`src/rtl/pidaw_pkg.sv`:
```
// Shared types, widths and constants for the PID controller with anti-windup.
// No dependencies; compiled first.
package pidaw_pkg;

  localparam int unsigned DATA_W    = 32;  // Q16.16 data words
  localparam int unsigned DT_W      = 31;  // unsigned time step
  localparam int unsigned FRAC_W    = 16;  // fractional bits
  localparam int unsigned ERR_W     = DATA_W + 1;
  localparam int unsigned PROD_W    = 2 * ERR_W;
  localparam int unsigned TERM_W    = 49;  // P, I, D terms after rescale
  localparam int unsigned SUM_W     = 51;
  localparam int unsigned MAG_W     = 63;  // |gain_deriv * delta|
  localparam int unsigned QUO_W     = 48;  // quotient bits kept by the divider
  localparam int unsigned DIV_STEPS = QUO_W / 2;  // two bits per cycle
  localparam int unsigned CNT_W     = $clog2(DIV_STEPS);
  localparam int unsigned CFG_IDX_W = 3;

  localparam logic [QUO_W-1:0] D_LIMIT = QUO_W'(1) << (QUO_W - 1);

  localparam logic signed [DATA_W-1:0] DRIVE_FLOOR_RST   = -32'sd65536;
  localparam logic signed [DATA_W-1:0] DRIVE_CEILING_RST = 32'sd65536;
  localparam logic [DT_W-1:0]          WINDUP_BOUND_RST  = 31'd65536;

  typedef enum logic [CFG_IDX_W-1:0] {
    CFG_GAIN_PROP     = 3'd0,
    CFG_GAIN_INTEG    = 3'd1,
    CFG_GAIN_DERIV    = 3'd2,
    CFG_DRIVE_FLOOR   = 3'd3,
    CFG_DRIVE_CEILING = 3'd4,
    CFG_WINDUP_BOUND  = 3'd5
  } cfg_idx_t;

  typedef struct packed {
    logic signed [DATA_W-1:0] gain_prop;
    logic signed [DATA_W-1:0] gain_integ;
    logic signed [DATA_W-1:0] gain_deriv;
    logic signed [DATA_W-1:0] drive_floor;
    logic signed [DATA_W-1:0] drive_ceiling;
    logic [DT_W-1:0]          windup_bound;
  } cfg_regs_t;

  // datapath operations, one per cycle
  typedef enum logic [3:0] {
    OP_NONE,
    OP_DIFF,
    OP_MUL_P,
    OP_MUL_E,
    OP_ACC_ADD,
    OP_ACC_CLAMP,
    OP_MUL_I,
    OP_MUL_D,
    OP_ABS,
    OP_DIV_CHK,
    OP_DIV_STEP,
    OP_DVAL,
    OP_SUM,
    OP_EMIT,
    OP_RESTART
  } dp_op_t;

  typedef struct packed {
    logic   load;  // capture the input transaction
    dp_op_t op;
  } dp_cmd_t;

endpackage

```
`src/rtl/pidaw_cfg.sv`:
```
// Configuration register file: gains, drive limits and windup bound.
// Depends on pidaw_pkg.
module pidaw_cfg import pidaw_pkg::*; (
  input  logic                 clk,
  input  logic                 rst_n,
  input  logic                 cfg_we,
  input  logic [CFG_IDX_W-1:0] cfg_index,
  input  logic [DATA_W-1:0]    cfg_wdata,
  output cfg_regs_t            cfg
);

  cfg_regs_t cfg_r;

  always_ff @(posedge clk) begin
    if (!rst_n) begin
      cfg_r.gain_prop     <= '0;
      cfg_r.gain_integ    <= '0;
      cfg_r.gain_deriv    <= '0;
      cfg_r.drive_floor   <= DRIVE_FLOOR_RST;
      cfg_r.drive_ceiling <= DRIVE_CEILING_RST;
      cfg_r.windup_bound  <= WINDUP_BOUND_RST;
    end else if (cfg_we) begin
      case (cfg_idx_t'(cfg_index))
        CFG_GAIN_PROP:     cfg_r.gain_prop     <= cfg_wdata;
        CFG_GAIN_INTEG:    cfg_r.gain_integ    <= cfg_wdata;
        CFG_GAIN_DERIV:    cfg_r.gain_deriv    <= cfg_wdata;
        CFG_DRIVE_FLOOR:   cfg_r.drive_floor   <= cfg_wdata;
        CFG_DRIVE_CEILING: cfg_r.drive_ceiling <= cfg_wdata;
        CFG_WINDUP_BOUND:  cfg_r.windup_bound  <= cfg_wdata[DT_W-1:0];
        default: ;  // unmapped index: ignored
      endcase
    end
  end

  assign cfg = cfg_r;

endmodule

```
`config.mk`:
```
export PLATFORM = sky130hd
export DESIGN_NAME = pidaw_cfg
export DESIGN_NICKNAME = d
export VERILOG_FILES = /design/src/rtl/pidaw_pkg.sv /design/src/rtl/pidaw_cfg.sv
export SDC_FILE = /design/constraint.sdc
export NUM_CORES = 1
export LEC_CHECK = 0
export ABC_CLOCK_PERIOD_IN_PS = 1200
export BUFFER_PORTS_ARGS = -buffer_cell sky130_fd_sc_hd__buf_4
export CAP_MARGIN = 15
export CORE_MARGIN = 8
export CORE_UTILIZATION = 45
export CTS_CLUSTER_SIZE = 20
export DETAILED_ROUTE_END_ITERATION = 8
export GPL_ROUTABILITY_DRIVEN = 0
export PLACE_DENSITY = 0.72
export SKIP_LAST_GASP = 1
export SYNTH_ARGS = -nofsm -noshare
export SYNTH_HDL_FRONTEND = slang
export SYNTH_SLANG_ARGS = --single-unit
```
`constraint.sdc`:
```
create_clock -name clk -period 1.2 [get_ports clk]
set_input_delay 0.18 -clock clk [delete_from_list [all_inputs] [get_ports clk]]
set_output_delay 0.18 -clock clk [all_outputs]
set_load 0.01 [all_outputs]
```
==> impl_metrics.env <==
export IMPL_status="finished, final reports clean"
export IMPL_ys_warn_count=0
export IMPL_rr_worst_depth=2
export IMPL_synth_net_count=714
export IMPL_root_buffer="clkbuf_16"
export IMPL_start_util_pct=45.30
export IMPL_cts_sinks=191
export IMPL_setup_slack_ns=0.06322
export IMPL_path_max_fanout=2
export IMPL_wirelength_microns=20160
export IMPL_power_mw=14.10
export IMPL_min_path_type="input port to flip-flop"
export IMPL_cts_setup_buffers=0
export IMPL_final_cells=1131
export IMPL_nets=940
export IMPL_drc=0
export IMPL_largest_reg_flops=191
export IMPL_cts_tree="yes"
export IMPL_netlist_area_sq_um=7092
export IMPL_tightest_slew_ns=0.3218
export IMPL_core_area_sq_um=15660
export IMPL_die_x_microns=141.5
export IMPL_multi_input_area_sq_um=3025
export IMPL_peakVddDrop_mv=1.010
export IMPL_clk_pin_slew_ns=0.07
export IMPL_path_cells="buf_4"
export IMPL_cts_made_buffers=17
export IMPL_postSynthAreaPerCell_sq_um=10.49
export IMPL_final_cell_mix="buf_4 (242), nand2_1 (205), mux2i_1 (191), dfxtp_1 (191), nor2b_1 (34)"
export IMPL_slew_headroom_pct=78.50
export IMPL_rsz0062_at_grt="false"
export IMPL_post_route_period_util_pct=94.73
export IMPL_antenna_found_initial=0
export IMPL_place_ws_ns=-0.1088
export IMPL_fmax_mhz=879.7
export IMPL_cts_hold_buf=0
export IMPL_power_density_nw_per_um2=1429
export IMPL_final_max_slew_viol_count=0
export IMPL_dr_pass1_iters=4
export IMPL_core_rowCount=46
export IMPL_final_hold_viol_count=0
export IMPL_worst_ep_arrival_time_ns=0.96
export IMPL_clk_latency_ns=0.42
export IMPL_hold_depth=3
export IMPL_fillers=1324
export IMPL_synth_top_area_share_pct=53.92
export IMPL_finalCriticalPeriod_ns=1.137
export IMPL_diodes=0
export IMPL_synth_cell_types=14
export IMPL_grt_start_max_net_pins=48
export IMPL_grt_pass1_wl_microns=31070
export IMPL_max_stage_delay_ns=0.39
export IMPL_port_buffers=228
export IMPL_die_height_microns=141.5
export IMPL_grt_pass1_vias=5450
export IMPL_cap_violations=0
export IMPL_ant_nets=0
export IMPL_grt_use_total_pct=19.75
export IMPL_path_buf_inv=1
export IMPL_dp_hpwl_microns=14710
export IMPL_critPathLaunchType="flip-flop"
export IMPL_slowest_stage="dfxtp_1"
export IMPL_syn_inst=676
export IMPL_die_area_sq_um=20030
export IMPL_synth_top_cells_by_area="dfxtp_1 (54%), mux2i_1 (27%), nand2_1 (11%), nor2b_1 (3.0%), buf_4 (1.4%)"
export IMPL_wire_per_inst_microns=17.82
export IMPL_synth_seq_cells=191
export IMPL_finalSetupViolCount=0
export IMPL_path_depth=1
export IMPL_drtIter0Drc=217
export IMPL_drive_gt1_share_pct=31.80
export IMPL_via_per_inst=4.823
export IMPL_crit_type="flip-flop to output port"
export IMPL_areaGrowthSynthToFinish_pct=39.11
export IMPL_synth_area_leader_cell="dfxtp_1"
export IMPL_postLayoutCoreUtil_pct=63.02
export IMPL_p_leak_nw=4.791
export IMPL_cts_resized=0
export IMPL_htreeDepth=4
export IMPL_crit_required_ns=1.02
export IMPL_via_count=5455
export IMPL_cp_end_kind="output port"
export IMPL_overflow=0
export IMPL_tns_ns=0
export IMPL_ios=229
export IMPL_synth_seq_area_share_pct=53.92
export IMPL_dp_cells=1099
export IMPL_final_common_cell="buf_4"
export IMPL_finClkSkew_ns=0
export IMPL_critPathTopFamily="flip-flops"
export IMPL_cts_buffer_depth=2
export IMPL_regArea_sq_um=3824
==> logic make-up after synthesis <==
group / Yosys count / share of synthesized area [%]
multiplexers: 191 / 26.96
flip-flops: 191 / 53.92
buffers and inverters: 48 / 4.093
AND/OR/NAND/NOR: 246 / 15.03
==> layer usage <==
layer | vias up | track usage (%) | share of wire, %
met5 | - | 0 | 0
li1 | 2677 | - | -
met3 | 21 | 7.863 | 9.1
met1 | 2569 | 23.59 | 43
met2 | 188 | 31.61 | 46
met4 | 0 | 6.953 | 1.7
==> worst paths after layout <==
kind / startpoint / end / slack [ns]
worst min register to register: cfg[74] / cfg[74] / 0.46
worst max register to register: cfg[6] / cfg[6] / 0.54
worst min-delay path: cfg_wdata[29] / cfg[92] / 0.03
worst max-delay path: cfg[41] / cfg[41] / 0.06
==> report_power, final <==
| part | switching [mW] | total [mW] | internal (mW) |
|---|---|---|---|
| clock network | 2.51 | 6.47 | 3.95 |
| logic | 0.570 | 1.07 | 0.501 |
| registers | 0.0814 | 6.56 | 6.48 |
==> cells in the mapped netlist <==
| master | n |
|---|---|
| clkbuf_1 | 20 |
| buf_4 | 13 |
| and4b_1 | 1 |
| mux2i_1 | 191 |
| nand4bb_1 | 2 |
| nor4b_4 | 1 |
| dfxtp_1 | 191 |
| nor2b_1 | 34 |
| nand2_1 | 205 |
| buf_6 | 7 |
| buf_1 | 1 |
| nand4b_1 | 2 |
| nor4bb_1 | 1 |
| buf_2 | 7 |
==> worst reg2reg max path: stages, from the launching register on <==
cell and delay, ns:
dfxtp_1 0.36, nand2_1 0.08, mux2i_1 0.16
==> layout make-up <==
type / instances / area share, %
tap: 216 / 2.739
sequential: 191 / 38.76
clock buffer: 17 / 4.312
clock inverter: 15 / 2.562
timing repair buffer: 255 / 20.96
multi-input combinational: 437 / 30.67
==> through the flow <==
step | area (sq um) | hold slack (ns)
floorplan | 7092 | 0.3464
global placement | 9188 | 0.4429
detailed placement | 9188 | 0.4490
CTS | 9866 | 0.009513
global route | 9866 | 0.02145
finish | 9866 | 0.02662
Note: power is estimated with default switching activity, not from simulation.
