===== config.mk =====
export PLATFORM = sky130hd
export DESIGN_NAME = pidaw_ctrl
export DESIGN_NICKNAME = d
export VERILOG_FILES = /design/src/rtl/pidaw_pkg.sv /design/src/rtl/pidaw_ctrl.sv
export SDC_FILE = /design/constraint.sdc
export NUM_CORES = 1
export LEC_CHECK = 0
export BUFFER_PORTS_ARGS = -buffer_cell sky130_fd_sc_hd__buf_2
export CAP_MARGIN = 10
export CORE_UTILIZATION = 51
export CTS_CLUSTER_SIZE = 25
export DETAILED_ROUTE_END_ITERATION = 7
export GPL_ROUTABILITY_DRIVEN = 0
export MAX_ROUTING_LAYER = met4
export PLACE_DENSITY = 0.74
export REMOVE_ABC_BUFFERS = 1
export SYNTH_ARGS = -nofsm -noshare
export SYNTH_HDL_FRONTEND = slang
export SYNTH_SLANG_ARGS = --single-unit
export TNS_END_PERCENT = 1

===== constraint.sdc =====
create_clock -name clk -period 2 [get_ports clk]
set_input_delay 0.1 -clock clk [delete_from_list [all_inputs] [get_ports clk]]
set_output_delay 0.1 -clock clk [all_outputs]
set_load 0.005 [all_outputs]

===== src/rtl/pidaw_pkg.sv =====
// Shared types, widths and constants for the PID controller with anti-windup.
// No dependencies; compiled first.
package pidaw_pkg;

  localparam int unsigned DATA_W    = 32;  // Q16.16 data words
  localparam int unsigned DT_W      = 31;  // unsigned time step
  localparam int unsigned FRAC_W    = 16;  // fractional bits
  localparam int unsigned ERR_W     = DATA_W + 1;
  localparam int unsigned PROD_W    = 2 * ERR_W;
  localparam int unsigned TERM_W    = 49;  // P, I, D terms after rescale
  localparam int unsigned SUM_W     = 51;
  localparam int unsigned MAG_W     = 63;  // |gain_deriv * delta|
  localparam int unsigned QUO_W     = 48;  // quotient bits kept by the divider
  localparam int unsigned DIV_STEPS = QUO_W / 2;  // two bits per cycle
  localparam int unsigned CNT_W     = $clog2(DIV_STEPS);
  localparam int unsigned CFG_IDX_W = 3;

  localparam logic [QUO_W-1:0] D_LIMIT = QUO_W'(1) << (QUO_W - 1);

  localparam logic signed [DATA_W-1:0] DRIVE_FLOOR_RST   = -32'sd65536;
  localparam logic signed [DATA_W-1:0] DRIVE_CEILING_RST = 32'sd65536;
  localparam logic [DT_W-1:0]          WINDUP_BOUND_RST  = 31'd65536;

  typedef enum logic [CFG_IDX_W-1:0] {
    CFG_GAIN_PROP     = 3'd0,
    CFG_GAIN_INTEG    = 3'd1,
    CFG_GAIN_DERIV    = 3'd2,
    CFG_DRIVE_FLOOR   = 3'd3,
    CFG_DRIVE_CEILING = 3'd4,
    CFG_WINDUP_BOUND  = 3'd5
  } cfg_idx_t;

  typedef struct packed {
    logic signed [DATA_W-1:0] gain_prop;
    logic signed [DATA_W-1:0] gain_integ;
    logic signed [DATA_W-1:0] gain_deriv;
    logic signed [DATA_W-1:0] drive_floor;
    logic signed [DATA_W-1:0] drive_ceiling;
    logic [DT_W-1:0]          windup_bound;
  } cfg_regs_t;

  // datapath operations, one per cycle
  typedef enum logic [3:0] {
    OP_NONE,
    OP_DIFF,
    OP_MUL_P,
    OP_MUL_E,
    OP_ACC_ADD,
    OP_ACC_CLAMP,
    OP_MUL_I,
    OP_MUL_D,
    OP_ABS,
    OP_DIV_CHK,
    OP_DIV_STEP,
    OP_DVAL,
    OP_SUM,
    OP_EMIT,
    OP_RESTART
  } dp_op_t;

  typedef struct packed {
    logic   load;  // capture the input transaction
    dp_op_t op;
  } dp_cmd_t;

endpackage


===== src/rtl/pidaw_ctrl.sv =====
// Sequencer for the PID datapath: steps one transaction through the shared
// multiplier and divider and owns the result valid flag. Depends on pidaw_pkg.
module pidaw_ctrl import pidaw_pkg::*; (
  input  logic    clk,
  input  logic    rst_n,
  input  logic    in_valid,
  input  logic    in_restart,
  output logic    in_ready,
  output logic    out_valid,
  input  logic    out_ready,
  output dp_cmd_t cmd
);

  typedef enum logic [14:0] {
    ST_IDLE      = 15'b000000000000001,
    ST_DIFF      = 15'b000000000000010,
    ST_MUL_P     = 15'b000000000000100,
    ST_MUL_E     = 15'b000000000001000,
    ST_ACC_ADD   = 15'b000000000010000,
    ST_ACC_CLAMP = 15'b000000000100000,
    ST_MUL_I     = 15'b000000001000000,
    ST_MUL_D     = 15'b000000010000000,
    ST_ABS       = 15'b000000100000000,
    ST_DIV_CHK   = 15'b000001000000000,
    ST_DIV_RUN   = 15'b000010000000000,
    ST_DVAL      = 15'b000100000000000,
    ST_SUM       = 15'b001000000000000,
    ST_EMIT      = 15'b010000000000000,
    ST_RESTART   = 15'b100000000000000
  } ctrl_state_t;

  ctrl_state_t      state_r, state_nxt;
  logic [CNT_W-1:0] cnt_r, cnt_nxt;
  logic             out_valid_r, out_valid_nxt;
  logic             out_free;

  assign out_free = !out_valid_r || out_ready;

  always_comb begin
    state_nxt     = state_r;
    cnt_nxt       = cnt_r;
    out_valid_nxt = out_valid_r && !out_ready;
    cmd.load      = 1'b0;
    cmd.op        = OP_NONE;
    case (state_r)
      ST_IDLE: begin
        if (in_valid) begin
          cmd.load  = 1'b1;
          state_nxt = in_restart ? ST_RESTART : ST_DIFF;
        end
      end
      ST_DIFF: begin
        cmd.op    = OP_DIFF;
        state_nxt = ST_MUL_P;
      end
      ST_MUL_P: begin
        cmd.op    = OP_MUL_P;
        state_nxt = ST_MUL_E;
      end
      ST_MUL_E: begin
        cmd.op    = OP_MUL_E;
        state_nxt = ST_ACC_ADD;
      end
      ST_ACC_ADD: begin
        cmd.op    = OP_ACC_ADD;
        state_nxt = ST_ACC_CLAMP;
      end
      ST_ACC_CLAMP: begin
        cmd.op    = OP_ACC_CLAMP;
        state_nxt = ST_MUL_I;
      end
      ST_MUL_I: begin
        cmd.op    = OP_MUL_I;
        state_nxt = ST_MUL_D;
      end
      ST_MUL_D: begin
        cmd.op    = OP_MUL_D;
        state_nxt = ST_ABS;
      end
      ST_ABS: begin
        cmd.op    = OP_ABS;
        state_nxt = ST_DIV_CHK;
      end
      ST_DIV_CHK: begin
        cmd.op    = OP_DIV_CHK;
        cnt_nxt   = '0;
        state_nxt = ST_DIV_RUN;
      end
      ST_DIV_RUN: begin
        cmd.op  = OP_DIV_STEP;
        cnt_nxt = cnt_r + 1'b1;
        if (cnt_r == CNT_W'(DIV_STEPS - 1)) begin
          state_nxt = ST_DVAL;
        end
      end
      ST_DVAL: begin
        cmd.op    = OP_DVAL;
        state_nxt = ST_SUM;
      end
      ST_SUM: begin
        cmd.op    = OP_SUM;
        state_nxt = ST_EMIT;
      end
      ST_EMIT: begin
        if (out_free) begin
          cmd.op        = OP_EMIT;
          out_valid_nxt = 1'b1;
          state_nxt     = ST_IDLE;
        end
      end
      ST_RESTART: begin
        if (out_free) begin
          cmd.op        = OP_RESTART;
          out_valid_nxt = 1'b1;
          state_nxt     = ST_IDLE;
        end
      end
      default: state_nxt = ST_IDLE;
    endcase
  end

  always_ff @(posedge clk) begin
    if (!rst_n) begin
      state_r     <= ST_IDLE;
      cnt_r       <= '0;
      out_valid_r <= 1'b0;
    end else begin
      state_r     <= state_nxt;
      cnt_r       <= cnt_nxt;
      out_valid_r <= out_valid_nxt;
    end
  end

  assign in_ready  = (state_r == ST_IDLE);
  assign out_valid = out_valid_r;

endmodule


==> results of run 1 <==
## logic make-up (layout without fill, tap and decap cells)
logic type | Yosys count | in the layout | share of synthesized area [%]
AO/OA/AOI/OAI | 35 | 35 | 17.71
XOR/XNOR | 6 | 6 | 3.914
adder cells (fa/ha/maj) | 1 | 1 | 0.9318
buffers and inverters | 14 | 40 | 6.244
flip-flops | 21 | 21 | 31.31
AND/OR/NAND/NOR | 88 | 88 | 39.89
## where the power goes
part | switching (µW) | leakage, µW | total [µW] | internal, µW
clock | 132 | 0.0000150 | 210 | 77.7
sequential | 2.75 | 0.000170 | 426 | 423
combinational | 82.9 | 0.000479 | 154 | 71.0
## flip-flops by register name (all words and copies together), names as in the netlist
| signal | cells |
|---|---|
| state_r | 15 |
| cnt_r | 5 |
| out_valid | 1 |
## critical path, cell delays in order, from the launching register on
cell      delay [ns]
dfxtp_1         0.34
or4_4           0.58
nor4_4          0.30
nand2_2         0.12
o31a_1          0.28
o211ai_1        0.10
buf_2           0.14
## metrics by stage
step / utilization [%] / setup WS (ns) / instances / hold WS, ns / total power (µW)
after floorplan: - / 0.03440 / 153 / 0.2175 / 510.7
after global placement: 60.30 / 0.02999 / 212 / 0.3692 / 550.2
after detailed placement: 60.30 / -0.04016 / 212 / 0.3879 / 554.0
after CTS: 63.69 / -0.2603 / 218 / 0.05381 / 766.5
after global routing: 65.91 / -0.3299 / 221 / 0.04649 / 826.2
final: 65.91 / -0.2515 / 221 / 0.05088 / 790.0
## layout by cell type, fill, tap and decap left out, types with 3 or more instances in the layout
master     n
buf_4     23
dfxtp_1   21
nor2_1    15
buf_2     11
nand3_1   10
o21ai_0    9
nand2_1    7
nand2b_1   6
or4_4      5
nor2b_1    5
xor2_1     5
nor4_1     5
nand4b_1   4
nor3_1     4
nand4_1    4
o211ai_1   3
a21oi_1    3
clkbuf_4   3
## what timing repair did
item                                    CTS  global route
setup buffers                             2             3
endpoints found under the setup margin    7            18
cloned                                    0             0
resized for setup                         9            11
pin swaps                                 6             5
## worst max-delay path by stage
stage / cells after the start / start / endpoint
after floorplan: 5 / state_r[7]$_SDFFE_PN0P_ / cnt_r[4]$_SDFFE_PN0P_
after global placement: 6 / state_r[6]$_SDFFE_PN0P_ / cmd[1]
after detailed placement: 5 / state_r[6]$_SDFFE_PN0P_ / cnt_r[4]$_SDFFE_PN0P_
after CTS: 7 / state_r[11]$_SDFFE_PN0P_ / cmd[1]
after global routing: 6 / state_r[0]$_SDFFE_PN1P_ / cmd[1]
final: 6 / state_r[0]$_SDFFE_PN1P_ / cmd[1]
## layout make-up
cell class                 instances  area, µm²  area share, %
inverter                           2      7.507         0.4598
tap                               30      37.54          2.299
clock buffer                       4      26.28          1.609
multi-input combinational        130      913.4          55.94
sequential                        21      420.4          25.75
timing repair buffer              34      227.7          13.95
## per-layer routing
layer / global-route usage, % / vias to the layer above
met5: - / -
met2: 45.63 / 43
li1: - / 670
met4: 12.28 / 0
met1: 33.96 / 660
met3: 4.023 / 6
==> metrics.md, run 1 <==
| Metric | Value |
|---|---|
| Fillers | 211 |
| First drt pass iteration count | 4 |
| Synth cell count leaders | dfxtp_1 (21), nor2_1 (18), o21ai_0 (11) |
| Cell taking the most area after synthesis | dfxtp_1 |
| Ant diodes | 0 |
| PortBufs | 11 |
| First-pass GRT wire length | 5595 µm |
| Core box area | 2477 µm² |
| Reg2reg setup slack | -0.09 ns |
| Synth top area cells | dfxtp_1 (31%), nor2_1 (5.0%), o21ai_0 (4.1%) |
| Num ports | 12 |
| Row count | 18 |
| Vias | 1379 |
| Largest net degree at the start of global routing | 14 |
| Critical setup path kind | register to output pin |
| Cell count of the worst hold path | 3 |
| GRT Overall Usage | 28.01% |
| Starting Density | 54.19% |
| VDD IR-drop max | 0.4378 mV |
| Worst-path clk slew | 0.13 ns |
| Worst EP arrival | 2.15 ns |
| Fin crit period | 2.252 ns |
| Root Driver | clkbuf_4 |
| Placed Instance Area | 1494 µm² |
| Most numerous cell in the Yosys netlist | dfxtp_1 |
| Vias per std cell | 6.240 |
| Leak | 0.0006641 µW |
| Antenna violations before repair | 0 |
| Syn Area/Cell | 8.137 µm² |
| R2r endpoint | cnt_r[2]$_SDFFE_PN0P_ |
| Max frequency | 444.1 MHz |
| Post-route ant nets | 0 |
| Post-synth EDFFs | 0 |
| Top routing layer in use | met4 |
| Die footprint | 2841 µm² |
| Final setup vio count | 7 |
| Hold Path Origin | in_restart |
| TritonCTS Buffers | 3 |
| CP max FO | 4 |
| Status | finished, violations left |
| Vias in the first global route | 1265 |
| Ys Warns | 0 |
| Post-layout net count | 198 |
| Endpoint of the worst hold path | state_r[14]$_SDFFE_PN0P_ |
| Initial drt markers | 48 |
| Worst r2r src | state_r[0]$_SDFFE_PN1P_ |
| Top cell type's share of synthesized area | 31.31% |
| Synthesis-stage register bit count | 21 |
| Failing checks | negative setup slack |
| Setup WS post-layout | -0.2515 ns |
| # hold bufs at CTS | 0 |
| Rel. slew slack | 54.55% |
| Layout area overhead | 21.62% |
| CP Data Required Time | 1.90 ns |
| Die width | 53.31 µm |
| Fin crit share | 112.6% |
| Met2 routed WL | 1912 µm |
| Clock buffer depth | 2 |
| Wire per inst | 17.03 µm |
| Die Span Y | 53.31 µm |
| DP Wirelength | 2580 µm |
| Drt total wl | 3763 µm |
| Synth Cell Area | 1343 µm² |
| Endpoints failing hold | 0 |
| Fin Clk Skew | 0.01143 ns |
| Pwr per Cell Area | 483.8 nW/µm² |
| Fin Setup TNS | -0.8772 ns |
| # H-tree levels | 1 |
| Layout cell share with drive strength beyond 1 | 30.89% |
| Total length of routed met3 wires | 134 µm |
| RSZ-0062 raised after global routing | true |
| Post-synthesis sequential area ratio | 31.31% |
| Clock latency on the worst-skew pair | 0.31 ns |
| Metal1 wirelength | 1664 µm |
| Worst slew pin tran | 0.6756 ns |
| Async SR Flop Fraction | 0% |
| Drt drc | 0 |
| Unique cell type count in the Yosys netlist | 42 |
| Startpoint Class | register |
| CP endpoint kind | output pin |
| Top FF cell, synth | dfxtp_1 |
| R2R depth | 7 |
| Mapped Cells | 165 |
| Worst hold path type | input pin to register |
| TritonCTS Sinks | 21 |
| Slew Viols, Final | 0 |
| Grt ovf | 0 |
| Max-cap violations | 0 |
| Fin area | 1633 µm² |
| CTS tree | yes |
Power figures use the tool's default switching activity.
==> run 2: changes to the inputs <==
--- a/config.mk
+++ b/config.mk
@@ -12,7 +12,7 @@
 export DETAILED_ROUTE_END_ITERATION = 7
 export GPL_ROUTABILITY_DRIVEN = 0
 export MAX_ROUTING_LAYER = met4
-export PLACE_DENSITY = 0.74
+export PLACE_DENSITY = 0.71
 export REMOVE_ABC_BUFFERS = 1
 export SYNTH_ARGS = -nofsm -noshare
 export SYNTH_HDL_FRONTEND = slang
==> constraint.sdc (replaced) <==
create_clock -name clk -period 2.65 [get_ports clk]
set_input_delay 0.1325 -clock clk [delete_from_list [all_inputs] [get_ports clk]]
set_output_delay 0.1325 -clock clk [all_outputs]
set_load 0.1 [all_outputs]
==> metrics.md, run 2 (same netlist as run 1, synthesis figures left out) <==
| Metric | Value |
|---|---|
| First drt pass iteration count | 5 |
| Endpoints failing hold | 0 |
| Largest net degree at the start of global routing | 14 |
| Register area | 427.9 µm² |
| Die footprint | 2841 µm² |
| Post-route ant nets | 0 |
| CP endpoint kind | output pin |
| Row count | 18 |
| Core box area | 2477 µm² |
| Die Span Y | 53.31 µm |
| Most flops, register | state_r |
| Most frequent cells in the layout | nor2_1 (17), dfxtp_1 (17), o21ai_0 (11) |
| Setup WS post-layout | 0.1022 ns |
| CP Data Required Time | 2.52 ns |
| Fin crit share | 96.14% |
| Drt drc | 0 |
| Pre-CTS WS | 0.3113 ns |
| PortBufs | 11 |
| Slew Viols, Final | 0 |
| Tot Pwr | 615.0 µW |
| Multi-input logic area | 855.8 µm² |
| # H-tree levels | 1 |
| CTS tree | yes |
| Initial drt markers | 34 |
| Fin area | 1478 µm² |
| Rel. slew slack | 52.69% |
| Final setup vio count | 0 |
| DP Wirelength | 2315 µm |
| Grt ovf | 0 |
| Status | complete, no violations |
| Worst EP arrival | 2.42 ns |
| Starting Density | 54.19% |
| Fin Clk Skew | 0.003158 ns |
| Die width | 53.31 µm |
| TritonCTS Sinks | 21 |
| Worst slew pin tran | 0.7032 ns |
| Fillers | 227 |
| Fin crit period | 2.548 ns |
| TritonCTS Buffers | 3 |
| Critical setup path kind | register to output pin |
| CP max FO | 6 |
| Clock buffer depth | 2 |
| GRT Overall Usage | 25.88% |
| Wire per inst | 16.15 µm |
| Startpoint Class | register |
| Root Driver | clkbuf_4 |
| Pwr per Cell Area | 416.2 nW/µm² |
| Leak | 0.0005661 µW |
| First-pass GRT wire length | 5202 µm |
| Placed Instance Area | 1404 µm² |
| Ant diodes | 0 |
| Fin Setup TNS | 0 ns |
| # hold bufs at CTS | 0 |
| Worst-path clk slew | 0.12 ns |
| Drt total wl | 3262 µm |
| Max frequency | 392.5 MHz |
| Hold slack | 0.07758 ns |
| Antenna violations before repair | 0 |
| Vias per std cell | 6.396 |
| Vias | 1292 |
| Layout area overhead | 10.07% |
| VDD IR-drop max | 0.2882 mV |
| Clock latency on the worst-skew pair | 0.31 ns |
| Post-layout net count | 179 |
| Vias in the first global route | 1164 |
| Max reg flops | 15 |
| Num ports | 12 |
| Layout cell share with drive strength beyond 1 | 18.60% |
| Worst hold path type | input pin to register |
| Max-cap violations | 0 |
[run 2: cell count changes in the layout (fill, tap and decap cells not counted), sizes merged]
cell    delta
buf       -20
clkbuf     +1
[run 2: cell type report]
class | instances | area share, %
Sequential cell | 21 | 28.96
Multi-Input combinational cell | 130 | 57.92
Inverter | 2 | 0.5080
Tap cell | 30 | 2.540
Timing Repair Buffer | 15 | 8.298
Clock buffer | 4 | 1.778
[run 2: layer usage]
metal	part of all wire, %	track usage [%]	vias up	routed length (µm)
met5	0	-	-	0
met4	2.1	15.35	0	69
met3	3.9	3.161	10	128
met2	47	39.17	27	1549
met1	46	32.59	625	1515
li1	-	-	630	-
[run 2: metrics by stage]
stage               util, %  std cells
global route          59.65        202
finish                59.65        202
detailed placement    56.67        196
CTS                   58.28        200
floorplan                 -        153
global placement      56.67        196
[run 2: power breakdown]
| part | switching, µW | internal, µW |
|---|---|---|
| registers | 7.64 | 318 |
| logic | 92.9 | 35.4 |
| clock network | 102 | 58.8 |
[run 2: worst max-delay path, stage by stage, from the launching register on]
cell	delay, ns
dfxtp_4	0.38
or4_4	0.58
nor4_4	0.36
nand2_2	0.11
o31a_1	0.26
o211ai_1	0.14
clkbuf_16	0.27
[run 2: worst paths after layout]
check                           startpoint                        to  slack, ns  cells past startpoint
hold / removal                  in_restart  state_r[14]$_SDFFE_PN0P_       0.08                      3
setup / recovery   state_r[7]$_SDFFE_PN0P_                    cmd[1]       0.10                      6
hold reg to reg      cnt_r[3]$_SDFFE_PN0P_     cnt_r[3]$_SDFFE_PN0P_       0.49                      1
setup reg to reg  state_r[12]$_SDFFE_PN0P_   state_r[2]$_SDFFE_PN0P_       0.47                      5
[run 2: repair_timing]
| action | 4_1_cts | 5_1_grt |
|---|---|---|
| cloned | 0 | 0 |
| buffers inserted | 0 | 2 |
| setup endpoints to repair | 3 | 3 |
| gates resized for setup | 3 | 8 |
| endpoints found under the hold margin | 0 | 0 |
| pin swaps | 0 | 5 |
==> run 3: changes to the inputs <==
--- a/config.mk
+++ b/config.mk
@@ -12,8 +12,9 @@
 export DETAILED_ROUTE_END_ITERATION = 7
 export GPL_ROUTABILITY_DRIVEN = 0
 export MAX_ROUTING_LAYER = met4
-export PLACE_DENSITY = 0.71
+export PLACE_DENSITY = 0.74
 export REMOVE_ABC_BUFFERS = 1
+export SLEW_MARGIN = 0
 export SYNTH_ARGS = -nofsm -noshare
 export SYNTH_HDL_FRONTEND = slang
 export SYNTH_SLANG_ARGS = --single-unit
==> constraint.sdc (replaced) <==
create_clock -name clk -period 2.2 [get_ports clk]
set_input_delay 0.11 -clock clk [delete_from_list [all_inputs] [get_ports clk]]
set_output_delay 0.11 -clock clk [all_outputs]
set_load 0.005 [all_outputs]
==> metrics.md, run 3 (same netlist as run 1, synthesis figures left out) <==
| Metric | Value |
|---|---|
| Layout area overhead | 15.75% |
| Critical setup path kind | register to output pin |
| Antenna violations before repair | 0 |
| Setup WS post-layout | -0.05298 ns |
| Clock buffer depth | 2 |
| Slew Viols, Final | 0 |
| Post-route ant nets | 0 |
| First-pass GRT wire length | 5043 µm |
| Critical Path Max Stage Delay | 0.55 ns |
| Num ports | 12 |
| CP max FO | 5 |
| Fin Clk Skew | 0.003403 ns |
| Worst slew pin tran | 0.6997 ns |
| Clock latency on the worst-skew pair | 0.30 ns |
| Vias | 1300 |
| Status | finished, violations left |
| # H-tree levels | 1 |
| Layout cell share with drive strength beyond 1 | 25.54% |
| Failing checks | negative setup slack |
| Die footprint | 2841 µm² |
| Die width | 53.31 µm |
| Slowest CP cell | or4_4 |
| Worst-path clk slew | 0.11 ns |
| Post-layout net count | 191 |
| Rel. slew slack | 52.92% |
| Grt ovf | 0 |
| PortBufs | 11 |
| Startpoint Class | register |
| Fillers | 234 |
| Vias in the first global route | 1140 |
| CP Data Required Time | 2.09 ns |
| Wire per inst | 15.31 µm |
| VDD IR-drop max | 0.3373 mV |
| Leak | 0.0006231 µW |
| First drt pass iteration count | 4 |
| DP Wirelength | 2454 µm |
| RSZ-0062 raised after global routing | true |
| Most flops, register | state_r |
| TritonCTS Buffers | 3 |
| CTS tree | yes |
| Core box area | 2477 µm² |
| Root Driver | clkbuf_4 |
| Most frequent cells in the layout | dfxtp_1 (18), nor2_1 (17), buf_4 (16) |
| Initial drt markers | 30 |
| Commonest non-fill, non-tap cell in the layout | dfxtp_1 |
| Final setup vio count | 3 |
| Max reg flops | 15 |
| Worst-path cell chain | or4_4 > nor4_4 > nand2_1 > o31a_1 > o211ai_1 > buf_2 |
| Fin crit period | 2.253 ns |
| Vias per std cell | 6.075 |
| Ant diodes | 0 |
| Die Span Y | 53.31 µm |
| Drt total wl | 3277 µm |
| Post-Route Utilization | 62.73% |
| Starting Density | 54.19% |
| Drt drc | 0 |
| Endpoints failing hold | 0 |
| Fin crit share | 102.4% |
| Worst hold path type | input pin to register |
| Max frequency | 443.9 MHz |
| Worst EP arrival | 2.14 ns |
| CP endpoint kind | output pin |
| TritonCTS Sinks | 21 |
| GRT Overall Usage | 25.20% |
| Max-cap violations | 0 |
| Hold slack | 0.07919 ns |
| Largest net degree at the start of global routing | 14 |
| Row count | 18 |
| Pwr per Cell Area | 443.4 nW/µm² |
==> run 3: changes by cell type in the layout (fill, tap and decap cells not counted), moves of 2 or more <==
cell and change:
buf_4 +11, or4_1 -2, buf_2 +3, dfxtp_2 -2, o21ai_0 -2, or4_4 +2, nor4b_1 -2, o21ai_1 +2
nor4b_2 +2
==> run 3: timing repair <==
item,CTS,global route
hold endpoints to repair,0,0
hold buffers,0,0
pin swaps,3,3
buffers inserted,3,2
setup endpoints to repair,3,9
resized for setup,5,10
==> run 3: worst max-delay path, delay by kind of cell, from the launching register on <==
family / cells / cell delay (ns)
AND/OR/NAND/NOR: 3 / 0.98
AO/OA/AOI/OAI: 2 / 0.35
flip-flops: 1 / 0.37
buffers and inverters: 1 / 0.14
==> run 3: final timing paths <==
path	slack, ns	start	cells after the start	endpoint
setup / recovery	-0.05	state_r[8]$_SDFFE_PN0P_	6	cmd[1]
hold / removal	0.08	in_restart	3	state_r[14]$_SDFFE_PN0P_
setup reg to reg	0.15	state_r[0]$_SDFFE_PN1P_	6	state_r[9]$_SDFFE_PN0P_
hold reg to reg	0.47	cnt_r[3]$_SDFFE_PN0P_	1	cnt_r[3]$_SDFFE_PN0P_
==> run 3: power by group <==
part           switching, µW  total, µW  internal (µW)  leakage (µW)
logic                   64.5        116           51.3      0.000437
registers               4.97        388            383      0.000171
clock network            115        186           70.7     0.0000150
==> run 3: layout make-up <==
type                    count  area [µm²]  share of cell area, %
well taps                  30       37.54                  2.415
clock buffers               4       26.28                  1.691
multi-input cells         130       878.3                  56.52
inverters                   2       7.507                 0.4831
flip-flops and latches     21       429.2                  27.62
repair buffers             27       175.2                  11.27
==> run 3: layer usage <==
layer | wire [µm] | track usage (%) | vias to the layer above
li1 | - | - | 664
met3 | 63 | 2.586 | 4
met5 | 0 | - | -
met2 | 1624 | 41.88 | 18
met1 | 1555 | 31.73 | 614
met4 | 34 | 7.895 | 0
==> run 3: metrics by stage <==
step	instance area (µm²)	setup WS, ns	instances	TNS [ns]	total power [µW]
after floorplan	1266	0.2344	153	0	464.3
after global placement	1441	0.1964	205	0	493.8
after detailed placement	1441	0.1256	205	0	496.7
after CTS	1509	-0.03000	212	-0.04179	688.9
after global routing	1554	-0.1408	214	-0.3618	726.7
final	1554	-0.05298	214	-0.08638	689.0
